--- config.mk ---
export PLATFORM = sky130hd
export DESIGN_NAME = djs_ram
export DESIGN_NICKNAME = d
export VERILOG_FILES = /design/src/hdl/djs_ram.sv
export SDC_FILE = /design/constraint.sdc
export NUM_CORES = 1
export LEC_CHECK = 0
export ABC_AREA = 0
export ABC_CLOCK_PERIOD_IN_PS = 1700
export BUFFER_PORTS_ARGS = -buffer_cell sky130_fd_sc_hd__buf_2
export CAP_MARGIN = 20
export CORE_MARGIN = 10
export CORE_UTILIZATION = 54
export DETAILED_ROUTE_END_ITERATION = 10
export PLACE_DENSITY = 0.79
export RECOVER_POWER = 100
export SLEW_MARGIN = 15
export SYNTH_ARGS = -nofsm -noshare
export SYNTH_HDL_FRONTEND = slang
export SYNTH_SLANG_ARGS = --single-unit
--- constraint.sdc ---
create_clock -name clk_i -period 1.7 [get_ports clk_i]
set_clock_uncertainty 0.1 [all_clocks]
set_input_delay 0.17 -clock clk_i [delete_from_list [all_inputs] [get_ports clk_i]]
set_output_delay 0.17 -clock clk_i [all_outputs]
set_load 0.01 [all_outputs]
--- src/hdl/djs_ram.sv ---
// Generic simple dual-port RAM with one write port and a registered read port.
module djs_ram #(
  parameter int unsigned WIDTH = 8,
  parameter int unsigned DEPTH = 16
) (
  input  logic                     clk_i,
  input  logic                     we_i,
  input  logic [$clog2(DEPTH)-1:0] waddr_i,
  input  logic [WIDTH-1:0]         wdata_i,
  input  logic [$clog2(DEPTH)-1:0] raddr_i,
  output logic [WIDTH-1:0]         rdata_o
);

  logic [WIDTH-1:0] mem [DEPTH];

  always_ff @(posedge clk_i) begin
    if (we_i) begin
      mem[waddr_i] <= wdata_i;
    end
    rdata_o <= mem[raddr_i];
  end

endmodule

==> results.yml <==
power_and_ir_drop:
  p_per_area_nw_per_um2: 1270
  p_leak_nw: 2.02
  vdd_drop_max_v: 0.000546
layout:
  antenna_cells: 0
  drive_above_1_share_pct: 18.7
  final_common_cell: "edfxtp_1"
  nets: 315
  final_cell_mix: "128 x edfxtp_1, 44 x clkbuf_1, 18 x mux4_2"
  area_delta_synth_final_pct: 19.3
global_routing:
  grt-ovfl-total: 0
  antenna_found_initial: 0
  grt_pass1_wl_microns: 16200
  grt_pass1_vias: 2690
  groute.usage.overall_pct: 15.6
  grt_max_degree: 33
die:
  initial_core_util_pct: 55.7
  placementRows: 35
  ios: 26
  core_sq_um: 9240
  die_area_sq_um: 13800
  die_y_microns: 118
  fp.dieW_microns: 118
sta:
  slew_headroom_pct: 46.6
  period_share_pct: 87.6
  final.setup.tns_ns: 0
  final_max_slew_viol_count: 0
  worstMarginPinSlew_ns: 0.798
  hold_viol_final: 0
  whs_ns: 0.0795
  rsz0062_at_grt: "no"
  setup_viol: 0
  period_needed_ns: 1.49
  fmax_mhz: 671
route:
  route.detailed.drc: 0
  routed_wl_microns: 10400
  wl_per_cell_microns: 23.7
  dr_total_vias: 2579
  dr.pass1.iters: 4
  dr.first_iter.drc_count: 284
  routed_via_density: 5.87
  ant_nets: 0
logic_synthesis:
  synth_cell_types: 19
  synth_fa_ha_area_share_pct: 0
  yosysWarningCount: 0
  avgSynthCellArea_sq_um: 22.5
  synth-edff-count: 128
  yosys.area_share.simple_pct: 3.18
  synth_xor_area_share_pct: 0
  yosysSeqAreaShare_pct: 77.8
  yosys.area.top_type: "edfxtp_1"
  netlist.area_leader.share_pct: 74.7
  postSynthCellCount: 229
  synth_top_family_by_area: "multiplexers"
  mappedNetlistNets: 247
  ys_ff_latch: 136
  synth_flop_cell: "edfxtp_1"
  synth_async_sr_flop_share_pct: 0
  synth_compound_area_share_pct: 2.33
  synthMuxAreaShare_pct: 15.0
  ys_top_cells_by_area: "edfxtp_1 75%, mux4_2 7.9%, mux4_1 7.1%"
  synth_area_sq_um: 5150
worst_setup_path:
  cp-end-kind: "register"
  startpoint_type: "register"
  critPathRequiredTime_ns: 2.00
  path_class: "reg2reg"
  arrival_ns: 1.79
  cp_max_fo: 1
clock_network:
  cts_root_buffer: "clkbuf_8"
  cts_buffers: 17
  clk_latency_ns: 0.51
  ctsResizeCount: 0
  ctsLongestPathBuffers: 2
  cts_max_level: 4
  numClockSinks: 136
  clk_pin_slew_ns: 0.06
  cts_tree: "yes"
placed_design:
  gp_congestion: 0.794
  hpwl_microns: 6520
  port-buffer-count: 25
status:
  outcome: "complete, no violations"
flow_run:
  cap_viol_max_count: 0
min_path:
  hp-class: "in2reg"
==> cell type report <==
type | instances | area [sq um]
well taps | 129 | 161
multi-input cells | 83 | 1060
flip-flops and latches | 136 | 4000
clock inverters | 10 | 153
clock buffers | 22 | 443
repair buffers | 59 | 323
fillers | 608 | 3100
==> critical path, stage by stage, from the launching register on <==
cell and delay, ns:
edfxtp_1 0.40, mux4_1 0.51, a22oi_1 0.29, nand2_1 0.08
==> where the power goes <==
group	internal [mW]	switching, mW	total (mW)
Combinational	0.151	0.208	0.359
Clock	2.41	1.25	3.66
Sequential	3.75	0.0227	3.77
Total	6.31	1.48	7.79
==> cell usage after synthesis, types with 2 or more instances <==
master           instances
dfxtp_1                  8
clkdlybuf4s25_2          3
mux4_2                  18
nand2b_1                 2
nand2_1                  9
nor2_1                  13
buf_2                    3
a22oi_1                 16
nand3b_1                 2
edfxtp_1               128
nor3_1                   4
buf_6                    3
mux4_1                  14
==> state kept, by name, indices dropped and copies added (netlist names) <==
register and count:
rdata_o 8, mem 128
==> cells by family after synthesis <==
| logic type | Yosys count |
|---|---|
| AOI/OAI and AO/OA | 16 |
| buffers and inverters | 10 |
| and+or+nand+nor | 35 |
| muxes | 32 |
| DFF | 136 |
==> per-layer routing <==
layer	routed length (microns)	part of all wire, %	GRT usage (%)	vias up
met5	0	0	0	-
met1	4250	41	20.4	1312
met2	5100	49	24.3	143
met4	154	1.5	5.64	0
met3	911	8.7	4.56	16
li1	-	-	-	1108
==> path summary, 6_finish.rpt <==
path / slack (ns) / end / cells past startpoint / start
min reg2reg: 0.57 / rdata_o[7] / 3 / mem[15][7]
max reg2reg: 0.21 / rdata_o[5] / 3 / mem[0][5]
min: 0.08 / mem[5][0] / 3 / waddr_i[2]
max: 0.21 / rdata_o[5] / 3 / mem[0][5]
==> per-stage QoR <==
stage	area, sq um	worst slack, ns	power (mW)	utilization (%)	std cells
floorplan	5150	0.164	4.04	-	229
global placement	5570	-0.0710	4.18	60.3	399
detailed placement	5570	-0.113	4.20	60.3	399
CTS	6250	0.191	7.86	67.6	439
global route	6140	0.137	8.01	66.5	439
finish	6140	0.210	7.79	66.5	439
==> what timing repair did <==
item                                   4_1_cts  5_1_grt
buffers inserted                             0        0
hold buffers                                 8        0
endpoints found under the hold margin      128        0
Note: power is estimated with default switching activity, not from simulation.
